`src/design/ecrf_pkg.sv`:
```
// Shared constants and types of the ethernet controller register file
package ecrf_pkg;

    localparam int BUFFER_BYTES = 32768;
    localparam int BUFFER_BASE  = 16384;
    localparam int BUF_AW       = $clog2(BUFFER_BYTES);

    localparam logic [16:0] BUF_LO = 17'(BUFFER_BASE);
    localparam logic [16:0] BUF_HI = 17'(BUFFER_BASE + BUFFER_BYTES);

    localparam logic [4:0] ADDR_DATA0 = 5'h10;
    localparam logic [4:0] ADDR_DATA1 = 5'h11;
    localparam logic [4:0] ADDR_RESET = 5'h1F;

    localparam logic [1:0] PAGE0 = 2'd0;
    localparam logic [1:0] PAGE1 = 2'd1;
    localparam logic [1:0] PAGE2 = 2'd2;

    localparam logic [3:0] OFS_CR     = 4'h0;
    localparam logic [3:0] OFS_PSTART = 4'h1;
    localparam logic [3:0] OFS_PSTOP  = 4'h2;
    localparam logic [3:0] OFS_BNRY   = 4'h3;
    localparam logic [3:0] OFS_TPSR   = 4'h4;
    localparam logic [3:0] OFS_TBCR0  = 4'h5;
    localparam logic [3:0] OFS_TBCR1  = 4'h6;
    localparam logic [3:0] OFS_ISR    = 4'h7;
    localparam logic [3:0] OFS_RSAR0  = 4'h8;
    localparam logic [3:0] OFS_RSAR1  = 4'h9;
    localparam logic [3:0] OFS_RBCR0  = 4'hA;
    localparam logic [3:0] OFS_RBCR1  = 4'hB;
    localparam logic [3:0] OFS_RCR    = 4'hC;
    localparam logic [3:0] OFS_TCR    = 4'hD;
    localparam logic [3:0] OFS_DCR    = 4'hE;
    localparam logic [3:0] OFS_IMR    = 4'hF;

    localparam logic [7:0] CR_RESET  = 8'h21;
    localparam logic [7:0] ISR_RESET = 8'h80;
    localparam logic [7:0] ISR_RDC   = 8'h40;

    typedef struct packed {
        logic              rd_en;
        logic              wr_en;
        logic [BUF_AW-1:0] idx;
        logic [7:0]        wdata;
    } t_buf_req;

endpackage

```
`src/design/ecrf_regs.sv`:
```
// Paged register file, remote DMA counters and result formation
module ecrf_regs
    import ecrf_pkg::*;
(
    input  logic       i_clk,
    input  logic       i_rst_n,
    input  logic       i_fire,
    input  logic       i_command,
    input  logic [4:0] i_address,
    input  logic [7:0] i_write_data,
    output logic [7:0] o_read_data,
    output logic       o_use_mem,
    output logic       o_irq,
    output t_buf_req   o_req
);

    logic [7:0]  r_cr, r_pstart, r_pstop, r_bnry, r_tpsr, r_isr, r_curr, r_rnpp, r_lnpp;
    logic [15:0] r_tbcr, r_rsar, r_rbcr, r_crda, r_clda, r_actr;
    logic [5:0]  r_rcr, r_dcr;
    logic [4:0]  r_tcr;
    logic [6:0]  r_imr;
    logic [7:0]  r_sta [6];
    logic [7:0]  r_mar [8];

    logic [7:0]  n_cr, n_pstart, n_pstop, n_bnry, n_tpsr, n_isr, n_curr, n_rnpp, n_lnpp;
    logic [15:0] n_tbcr, n_rsar, n_rbcr, n_crda, n_clda, n_actr;
    logic [5:0]  n_rcr, n_dcr;
    logic [4:0]  n_tcr;
    logic [6:0]  n_imr;
    logic [7:0]  n_sta [6];
    logic [7:0]  n_mar [8];

    logic [3:0]  ofs;
    logic [1:0]  page;
    logic        is_port, dma_go, in_buf, soft_rst;
    logic [15:0] nxt_addr;
    logic [7:0]  rd;

    assign ofs      = i_address[3:0];
    assign page     = r_cr[7:6];
    assign is_port  = (i_address == ADDR_DATA0) || (i_address == ADDR_DATA1);
    assign dma_go   = is_port && (r_rbcr != 16'h0000) && !(i_address[0] && !r_dcr[0]);
    assign in_buf   = ({1'b0, r_crda} >= BUF_LO) && ({1'b0, r_crda} < BUF_HI);
    assign soft_rst = (i_address == ADDR_RESET) && !i_command;
    assign nxt_addr = r_crda + 16'h0001;

    always_comb begin
        n_cr = r_cr; n_pstart = r_pstart; n_pstop = r_pstop; n_bnry = r_bnry;
        n_tpsr = r_tpsr; n_isr = r_isr; n_curr = r_curr; n_rnpp = r_rnpp;
        n_lnpp = r_lnpp; n_tbcr = r_tbcr; n_rsar = r_rsar; n_rbcr = r_rbcr;
        n_crda = r_crda; n_clda = r_clda; n_actr = r_actr; n_rcr = r_rcr;
        n_dcr = r_dcr; n_tcr = r_tcr; n_imr = r_imr;
        n_sta = r_sta; n_mar = r_mar;
        rd = 8'h00;
        if (dma_go) begin
            n_crda = (nxt_addr == {r_pstop, 8'h00}) ? {r_pstart, 8'h00} : nxt_addr;
            n_rbcr = r_rbcr - 16'h0001;
            if (n_rbcr == 16'h0000) begin
                n_isr = r_isr | ISR_RDC;
            end
        end else if (soft_rst) begin
            n_cr = CR_RESET; n_pstart = '0; n_pstop = '0; n_bnry = '0; n_tpsr = '0;
            n_isr = ISR_RESET; n_curr = '0; n_rnpp = '0; n_lnpp = '0; n_tbcr = '0;
            n_rsar = '0; n_rbcr = '0; n_crda = '0; n_clda = '0; n_actr = '0;
            n_rcr = '0; n_dcr = '0; n_tcr = '0; n_imr = '0;
            for (int k = 0; k < 6; k++) n_sta[k] = '0;
            for (int k = 0; k < 8; k++) n_mar[k] = '0;
        end else if (!i_address[4]) begin
            if (i_command) begin
                if (ofs == OFS_CR) begin
                    n_cr = i_write_data;
                end else if (page == PAGE0) begin
                    case (ofs)
                        OFS_PSTART: n_pstart = i_write_data;
                        OFS_PSTOP:  n_pstop = i_write_data;
                        OFS_BNRY:   n_bnry = i_write_data;
                        OFS_TPSR:   n_tpsr = i_write_data;
                        OFS_TBCR0:  n_tbcr[7:0] = i_write_data;
                        OFS_TBCR1:  n_tbcr[15:8] = i_write_data;
                        OFS_ISR:    n_isr = r_isr & ~{1'b0, i_write_data[6:0]};
                        OFS_RSAR0: begin
                            n_rsar[7:0] = i_write_data;
                            n_crda = n_rsar;
                        end
                        OFS_RSAR1: begin
                            n_rsar[15:8] = i_write_data;
                            n_crda = n_rsar;
                        end
                        OFS_RBCR0:  n_rbcr[7:0] = i_write_data;
                        OFS_RBCR1:  n_rbcr[15:8] = i_write_data;
                        OFS_RCR:    n_rcr = i_write_data[5:0];
                        OFS_TCR:    n_tcr = i_write_data[4:0];
                        OFS_DCR:    n_dcr = i_write_data[5:0];
                        default:    n_imr = i_write_data[6:0];
                    endcase
                end else if (page == PAGE1) begin
                    if (ofs <= OFS_TBCR1) begin
                        n_sta[3'(ofs - 4'd1)] = i_write_data;
                    end else if (ofs == OFS_ISR) begin
                        n_curr = i_write_data;
                    end else begin
                        n_mar[ofs[2:0]] = i_write_data;
                    end
                end else if (page == PAGE2) begin
                    case (ofs)
                        OFS_PSTART: n_clda[7:0] = i_write_data;
                        OFS_PSTOP:  n_clda[15:8] = i_write_data;
                        OFS_BNRY:   n_rnpp = i_write_data;
                        OFS_TBCR0:  n_lnpp = i_write_data;
                        OFS_TBCR1:  n_actr[15:8] = i_write_data;
                        OFS_ISR:    n_actr[7:0] = i_write_data;
                        default:    ;
                    endcase
                end
            end else begin
                if (ofs == OFS_CR) begin
                    rd = r_cr;
                end else if (page == PAGE0) begin
                    case (ofs)
                        OFS_PSTART: rd = r_clda[7:0];
                        OFS_PSTOP:  rd = r_clda[15:8];
                        OFS_BNRY:   rd = r_bnry;
                        OFS_TPSR:   rd = 8'h22;
                        OFS_ISR:    rd = r_isr;
                        OFS_RSAR0:  rd = r_crda[7:0];
                        OFS_RSAR1:  rd = r_crda[15:8];
                        OFS_RBCR0:  rd = 8'h50;
                        OFS_RBCR1:  rd = 8'h70;
                        OFS_RCR:    rd = 8'h08;
                        default:    rd = 8'h00;
                    endcase
                end else if (page == PAGE1) begin
                    if (ofs <= OFS_TBCR1) begin
                        rd = r_sta[3'(ofs - 4'd1)];
                    end else if (ofs == OFS_ISR) begin
                        rd = r_curr;
                    end else begin
                        rd = r_mar[ofs[2:0]];
                    end
                end else if (page == PAGE2) begin
                    case (ofs)
                        OFS_PSTART: rd = r_pstart;
                        OFS_PSTOP:  rd = r_pstop;
                        OFS_BNRY:   rd = r_rnpp;
                        OFS_TPSR:   rd = r_tpsr;
                        OFS_TBCR0:  rd = r_lnpp;
                        OFS_TBCR1:  rd = r_actr[15:8];
                        OFS_ISR:    rd = r_actr[7:0];
                        OFS_RCR:    rd = {2'b00, r_rcr};
                        OFS_TCR:    rd = {3'b000, r_tcr};
                        OFS_DCR:    rd = {2'b00, r_dcr};
                        OFS_IMR:    rd = {1'b0, r_imr};
                        default:    rd = 8'hFF;
                    endcase
                end else begin
                    rd = ((ofs == OFS_TBCR0) || (ofs == OFS_TBCR1)) ? 8'h40 : 8'h00;
                end
            end
        end
    end

    always_comb begin
        o_req.rd_en = i_fire && dma_go && in_buf && !i_command;
        o_req.wr_en = i_fire && dma_go && in_buf && i_command;
        o_req.idx   = BUF_AW'(r_crda - 16'(BUFFER_BASE));
        o_req.wdata = i_write_data;
        o_use_mem   = dma_go && in_buf && !i_command;
        o_read_data = i_command ? 8'h00 : rd;
        o_irq       = (n_isr[6:0] & n_imr) != 7'h00;
    end

    always_ff @(posedge i_clk) begin
        if (!i_rst_n) begin
            r_cr <= CR_RESET; r_pstart <= '0; r_pstop <= '0; r_bnry <= '0; r_tpsr <= '0;
            r_isr <= ISR_RESET; r_curr <= '0; r_rnpp <= '0; r_lnpp <= '0; r_tbcr <= '0;
            r_rsar <= '0; r_rbcr <= '0; r_crda <= '0; r_clda <= '0; r_actr <= '0;
            r_rcr <= '0; r_dcr <= '0; r_tcr <= '0; r_imr <= '0;
            for (int k = 0; k < 6; k++) r_sta[k] <= '0;
            for (int k = 0; k < 8; k++) r_mar[k] <= '0;
        end else if (i_fire) begin
            r_cr <= n_cr; r_pstart <= n_pstart; r_pstop <= n_pstop; r_bnry <= n_bnry;
            r_tpsr <= n_tpsr; r_isr <= n_isr; r_curr <= n_curr; r_rnpp <= n_rnpp;
            r_lnpp <= n_lnpp; r_tbcr <= n_tbcr; r_rsar <= n_rsar; r_rbcr <= n_rbcr;
            r_crda <= n_crda; r_clda <= n_clda; r_actr <= n_actr; r_rcr <= n_rcr;
            r_dcr <= n_dcr; r_tcr <= n_tcr; r_imr <= n_imr;
            r_sta <= n_sta; r_mar <= n_mar;
        end
    end

endmodule

```
`config.mk`:
```
export PLATFORM = sky130hd
export DESIGN_NAME = ecrf_regs
export DESIGN_NICKNAME = d
export VERILOG_FILES = /design/src/design/ecrf_pkg.sv /design/src/design/ecrf_regs.sv
export SDC_FILE = /design/constraint.sdc
export NUM_CORES = 1
export LEC_CHECK = 0
export ABC_AREA = 1
export CAP_MARGIN = 20
export CORE_MARGIN = 4
export CORE_UTILIZATION = 55
export DETAILED_ROUTE_END_ITERATION = 16
export DONT_BUFFER_PORTS = 1
export PLACE_DENSITY = 0.79
export SKIP_CTS_REPAIR_TIMING = 1
export SLEW_MARGIN = 10
export SYNTH_ARGS = -nofsm -noshare
export SYNTH_HDL_FRONTEND = slang
export SYNTH_SLANG_ARGS = --single-unit
```
`constraint.sdc`:
```
create_clock -name i_clk -period 8.33 [get_ports i_clk]
set_input_delay 0.833 -clock i_clk [delete_from_list [all_inputs] [get_ports i_clk]]
set_output_delay 0.833 -clock i_clk [all_outputs]
set_load 0.005 [all_outputs]
```
### Word-level counts from Yosys, hierarchy flattened

Cells that the tools add are included.

| storage, ports and cells | value |
|---|---|
| register bits after elaboration | 288 |
| input port bits | 17 |
| output and inout port bits | 35 |
| logic and storage cells | 315 |

| operators by class | value |
|---|---|
| add/subtract/negate cells | 4 |
| $lt $le $gt $ge | 7 |
| equal/unequal tests | 29 |
| muxes and demuxes | 162 |
| bitwise gates (word level) | 6 |
| reductions and logical operators | 70 |

Operator list:

| kind | count |
|---|---|
| $mux 8 | 79 |
| $mux 16 | 32 |
| $mux 64 | 8 |
| $mux 48 | 7 |
| $pmux 8 s11 | 1 |
| $pmux 8 s10 | 1 |
| $mux 6 | 12 |
| $reduce_and 9->1 | 8 |
| $reduce_and 7->1 | 10 |
| $bwmux 64 | 1 |
| $mux 7 | 9 |
| $bmux 8 s3 | 2 |
| $bwmux 48 | 1 |
| $demux 8 s3 | 2 |
| $reduce_bool 2->1 | 18 |
| $eq 4x4->1 const B | 8 |
| $pmux 16 s2 | 1 |
| $mux 5 | 6 |
| $reduce_and 6->1 | 3 |
| $add 16x1->16 const B | 1 |
| $eq 16x16->1 | 1 |
| $eq 4x3->1 const B | 4 |
| $ge 16x15->1 const B | 1 |
| $logic_not 16->1 | 1 |
| 33 further kinds | 61 |

### Longest topological paths before layout

| depth | value |
|---|---|
| depth after elaboration | 14 |
| depth in mapped cells | 19 |
| mapped depth without buffers | 16 |

### Least setup slack after synthesis

Ideal clock, no wire load.

| timing path | value |
|---|---|
| path kind | input -> output |
| start point | input i_address[0] |
| end point | output o_read_data[7] |
| arrival | 3.266 ns |
| required time | 7.497 ns |
| path slack | 4.231 ns |
| stages on the path | 16 |
| path buffers | 3 |
| cells stage by stage | buf_2 -> inv_1 -> clkbuf_1 -> clkbuf_1 -> ha_1 -> inv_1 -> nor2_1 -> inv_1 -> nand2_1 -> nor3_1 -> a21oi_1 -> nand3_1 -> nand2_1 -> nand3_1 -> nand2_1 -> inv_1 |

| on the way | value |
|---|---|
| longest elaborated chain between the ends | 13 |
| elaborated cells between the ends (all ways) | 47 |
| those cells by class | add/sub (1); order compare (1); eq/ne (18); mux (18); bitwise (2); reduce/logical (7) |

RTL lines:

| item | RTL line | RTL |
|---|---|---|
| start, declared | ecrf_regs.sv:9 | `input logic [4:0] i_address,` |
| $sub 3x1->3 or $not 3->4 (tied branches) | ecrf_regs.sv:134, ecrf_regs.sv:138 |  |
| $not 3->4 (implied by the code) or $bmux 8 s3 (tied branches) | ecrf_regs.sv:134, ecrf_regs.sv:138 |  |
| $bmux 8 s3 or $mux 8 (tied branches) | ecrf_regs.sv:134, ecrf_regs.sv:138 |  |
| $mux 8, on equally long branches | ecrf_regs.sv:134, ecrf_regs.sv:138 |  |
| $mux 8, on equally long branches | ecrf_regs.sv:134, ecrf_regs.sv:135 |  |
| $mux 8 | ecrf_regs.sv:133 | `if (ofs <= OFS_TBCR1) begin` |
| $mux 8 | ecrf_regs.sv:132 | `end else if (page == PAGE1) begin` |
| $mux 8 | ecrf_regs.sv:118 | `end else if (page == PAGE0) begin` |
| $mux 8 | ecrf_regs.sv:116 | `if (ofs == OFS_CR) begin` |
| $mux 8 | ecrf_regs.sv:68 | `end else if (!i_address[4]) begin` |
| $mux 8 | ecrf_regs.sv:61 | `end else if (soft_rst) begin` |
| $mux 8 * | ecrf_regs.sv:55 | `if (dma_go) begin` |
| $mux 8 * | ecrf_regs.sv:168 | `o_read_data = i_command ? 8'h00 : rd;` |
| end, declared | ecrf_regs.sv:11 | `output logic [7:0] o_read_data,` |

Every way passes the cells marked *; elsewhere a longest branch is shown, timed or not. The select of a mux whose other input is x is not followed.

==> results.py <==
metrics = {
    "routing": {
        "drt_wl_total_mm": 46.3,
        "drtAntennaViolNets": 0,
        "routed_via_density": 6.18,
        "wire_per_inst_um": 19.7,
        "drt-initial-drc-count": 2129,
        "firstDrtPassIters": 6,
        "vias": 14500,
        "drc_errors": 0,
    },
    "yosys": {
        "synthAdderAreaFrac": 0.00785,
        "ys.flop_type": "dfxtp_1",
        "syn_nets": 2099,
        "syn_inst": 2073,
        "yosys_warnings": 0,
        "synth_compound_area_frac": 0.243,
        "synth_seq_cells": 288,
        "synth_top_area_frac": 0.402,
        "syn_area_sq_um": 14300,
        "yosys.area_share.xor_xnor": 0.00672,
        "synth_top_area_cell": "dfxtp_1",
        "synth_cell_types": 44,
        "synth_simple_gate_area_frac": 0.260,
        "synth_top_family_by_area": "simple AND/OR/NAND/NOR gates",
        "synth_area_leaders": "dfxtp_1, nand2_1, a21oi_1, o21ai_0, nor2_1",
        "synth_mux_area_frac": 0,
        "avgSynthCellArea_sq_um": 6.92,
        "async_flop_share": 0,
        "synth.yosys.seq_area_share": 0.402,
        "synth_edf_count": 0,
    },
    "global_route": {
        "grt_overflow": 0,
        "grt_pass1_wl_mm": 72.5,
        "grt_pass1_vias": 13300,
        "antenna_found_initial": 0,
        "track_usage": 0.311,
        "grt_max_degree": 157,
    },
    "floorplan": {
        "dieHeight_um": 170,
        "num_rows": 58,
        "core_region_area_sq_um": 25400,
        "start_util": 0.565,
        "die_w_um": 170,
        "io_pins": 52,
        "die_area_sq_um": 28700,
    },
    "setup_path": {
        "reg2reg_to": "r_rbcr[5]",
        "crit_type": "primary input to primary output",
        "cp-start-kind": "primary input",
        "crit_path_top_delay_cell": "nand3_1",
        "cp_slowest_stage_delay_ns": 0.62,
        "timing.rr.start": "r_rbcr[0]",
        "regToRegSetupSlack_ns": 4.64,
        "worstPathRequired_ns": 7.50,
        "ff2ff_path_depth": 13,
        "critPathCaptureType": "primary output",
        "arrival_ns": 3.98,
        "path_max_fanout": 24,
        "worstPathCellList": "inv_1 -> ha_1 -> nand2_2 -> a21oi_1 -> nand3_1 -> inv_2 -> nand2_1 -> nor3_1",
    },
    "cells_and_area": {
        "antenna_cells": 0,
        "fin_nets": 2025,
        "synthToLayoutAreaGrowth_pct": 6.67,
        "drive_gt1_frac": 0.0727,
        "fin_util": 0.602,
    },
    "power": {
        "p_leak_nw": 5.91,
        "vdd_ir_drop_max_v": 0.000186,
        "pwr_density_cell_nw_per_um2": 197,
    },
    "sta": {
        "slew_headroom": 0.344,
        "finalSetupViolCount": 0,
        "rsz0062_at_grt": "no",
        "final_hold_viol_count": 0,
        "skew_ns": 0.00570,
        "finalSetupTns_ns": 0,
        "layout_min_cycle_time_ns": 4.82,
        "fin_hold_ws_ns": 0.383,
        "timing.fmax_ghz": 0.208,
        "drv_slew": 0,
        "tightest_slew_ns": 0.984,
        "finalCritPeriodShare": 0.578,
    },
    "clocking": {
        "cts.sinks": 288,
        "clkTransAtPathRegs_ns": 0.06,
        "cts_buffer_depth": 3,
        "cts_root_buffer": "clkbuf_16",
        "clk_latency_ns": 0.56,
        "h-tree-depth": 1,
        "cts_tree": "done",
        "numCtsBuffers": 30,
    },
    "hold_path": {
        "hold_path.startpoint": "i_fire",
        "holdPathEnd": "r_imr[4]",
        "hp-class": "primary input to flip-flop",
        "min_path_cells": 1,
    },
    "run": {
        "cap_violations": 0,
    },
    "placed_design": {
        "place_hpwl_mm": 31.2,
        "routabilityCongestion": 0.988,
        "port_buffers": 0,
    },
    "status": {
        "outcome": "completed",
    },
}
[per-layer routing]
layer,global-route usage,up-vias,routed length [um]
li1,-,6840,-
met1,0.416,6740,18300
met2,0.486,786,20600
met3,0.0552,160,4530
met4,0.155,0,2810
met5,0,-,0
[through the flow]
| stage | area [sq um] | setup slack (ns) | std cells | power, mW |
|---|---|---|---|---|
| 6_report | 15300 | 3.51 | 2352 | 3.01 |
| 5_1_grt | 15300 | 3.20 | 2352 | 3.09 |
| 4_1_cts | 15300 | 3.64 | 2352 | 3.01 |
| 3_5_place_dp | 14300 | 3.64 | 2297 | 1.62 |
| 3_3_place_gp | 14300 | 3.75 | 2297 | 1.62 |
| 2_1_floorplan | 14300 | 4.23 | 2073 | 1.58 |
[synth_stat cells (11+ instances only)]
cell type    n
o21ai_0    203
nor2_1     154
nor3_1      11
nand3_1    102
buf_2       21
inv_1      129
o221ai_1    14
clkbuf_1    64
nand4_1     27
nor2_2      19
o22ai_1     33
o2111ai_1   11
dfxtp_1    288
buf_4       29
inv_2       14
a211oi_1    17
a21oi_1    281
nand2_1    531
[power breakdown]
part	leakage (nW)	total [mW]	switching, mW	internal [mW]
Combinational	3.08	0.209	0.158	0.0506
Sequential	2.32	1.39	0.00850	1.39
Clock	0.507	1.41	0.574	0.834
Total	5.91	3.01	0.740	2.27
[kinds of logic (layout without fill, tap and decap cells)]
| group | Yosys count | count (layout) |
|---|---|---|
| AND/OR/NAND/NOR | 878 | 878 |
| AO/OA/AOI/OAI | 623 | 623 |
| flip-flops | 288 | 288 |
| buffers and inverters | 264 | 213 |
| XOR/XNOR | 11 | 11 |
| adder cells (fa/ha/maj) | 9 | 9 |
[final cells by class]
cell class	count	area, sq um
inverter	147	568
sequential	288	5770
fill	2326	10100
timing repair buffer	11	82.6
tap	330	413
clock buffer	41	883
clock inverter	14	163
multi-input combinational	1521	7430
[worst max-delay path, delay by kind of cell]
| family | cells | cell delay (ns) |
|---|---|---|
| AND/OR/NAND/NOR | 4 | 1.35 |
| buffers and inverters | 2 | 1.17 |
| adder cells (fa/ha/maj) | 1 | 0.42 |
| AO/OA/AOI/OAI | 1 | 0.19 |
[placed cells by master (no fill, tap or decap), types with 27 or more instances in the layout]
master and n:
a21oi_1 281, clkbuf_16 31, dfxtp_1 288, inv_1 129
nand2_1 531, nand3_1 102, nand4_1 27, nor2_1 153
o21ai_0 203, o22ai_1 33
[state kept, by name (all words and copies together) (netlist names), 16 cells and up]
register	cells
r_mar	64
r_sta	48
r_actr	16
r_clda	16
r_crda	16
r_rbcr	16
r_rsar	16
[how the worst max path moves through the flow]
stage | from | end | slack (ns) | cells after the start
2_1_floorplan | i_address[0] | o_read_data[7] | 4.23 | 16
3_3_place_gp | i_address[0] | o_req[23] | 3.75 | 8
3_5_place_dp | i_address[0] | o_req[23] | 3.64 | 8
4_1_cts | i_address[0] | o_req[23] | 3.64 | 8
5_1_grt | i_address[0] | o_req[23] | 3.20 | 8
6_report | i_address[0] | o_req[23] | 3.51 | 8
No activity file was read; power rests on OpenSTA's default activity.
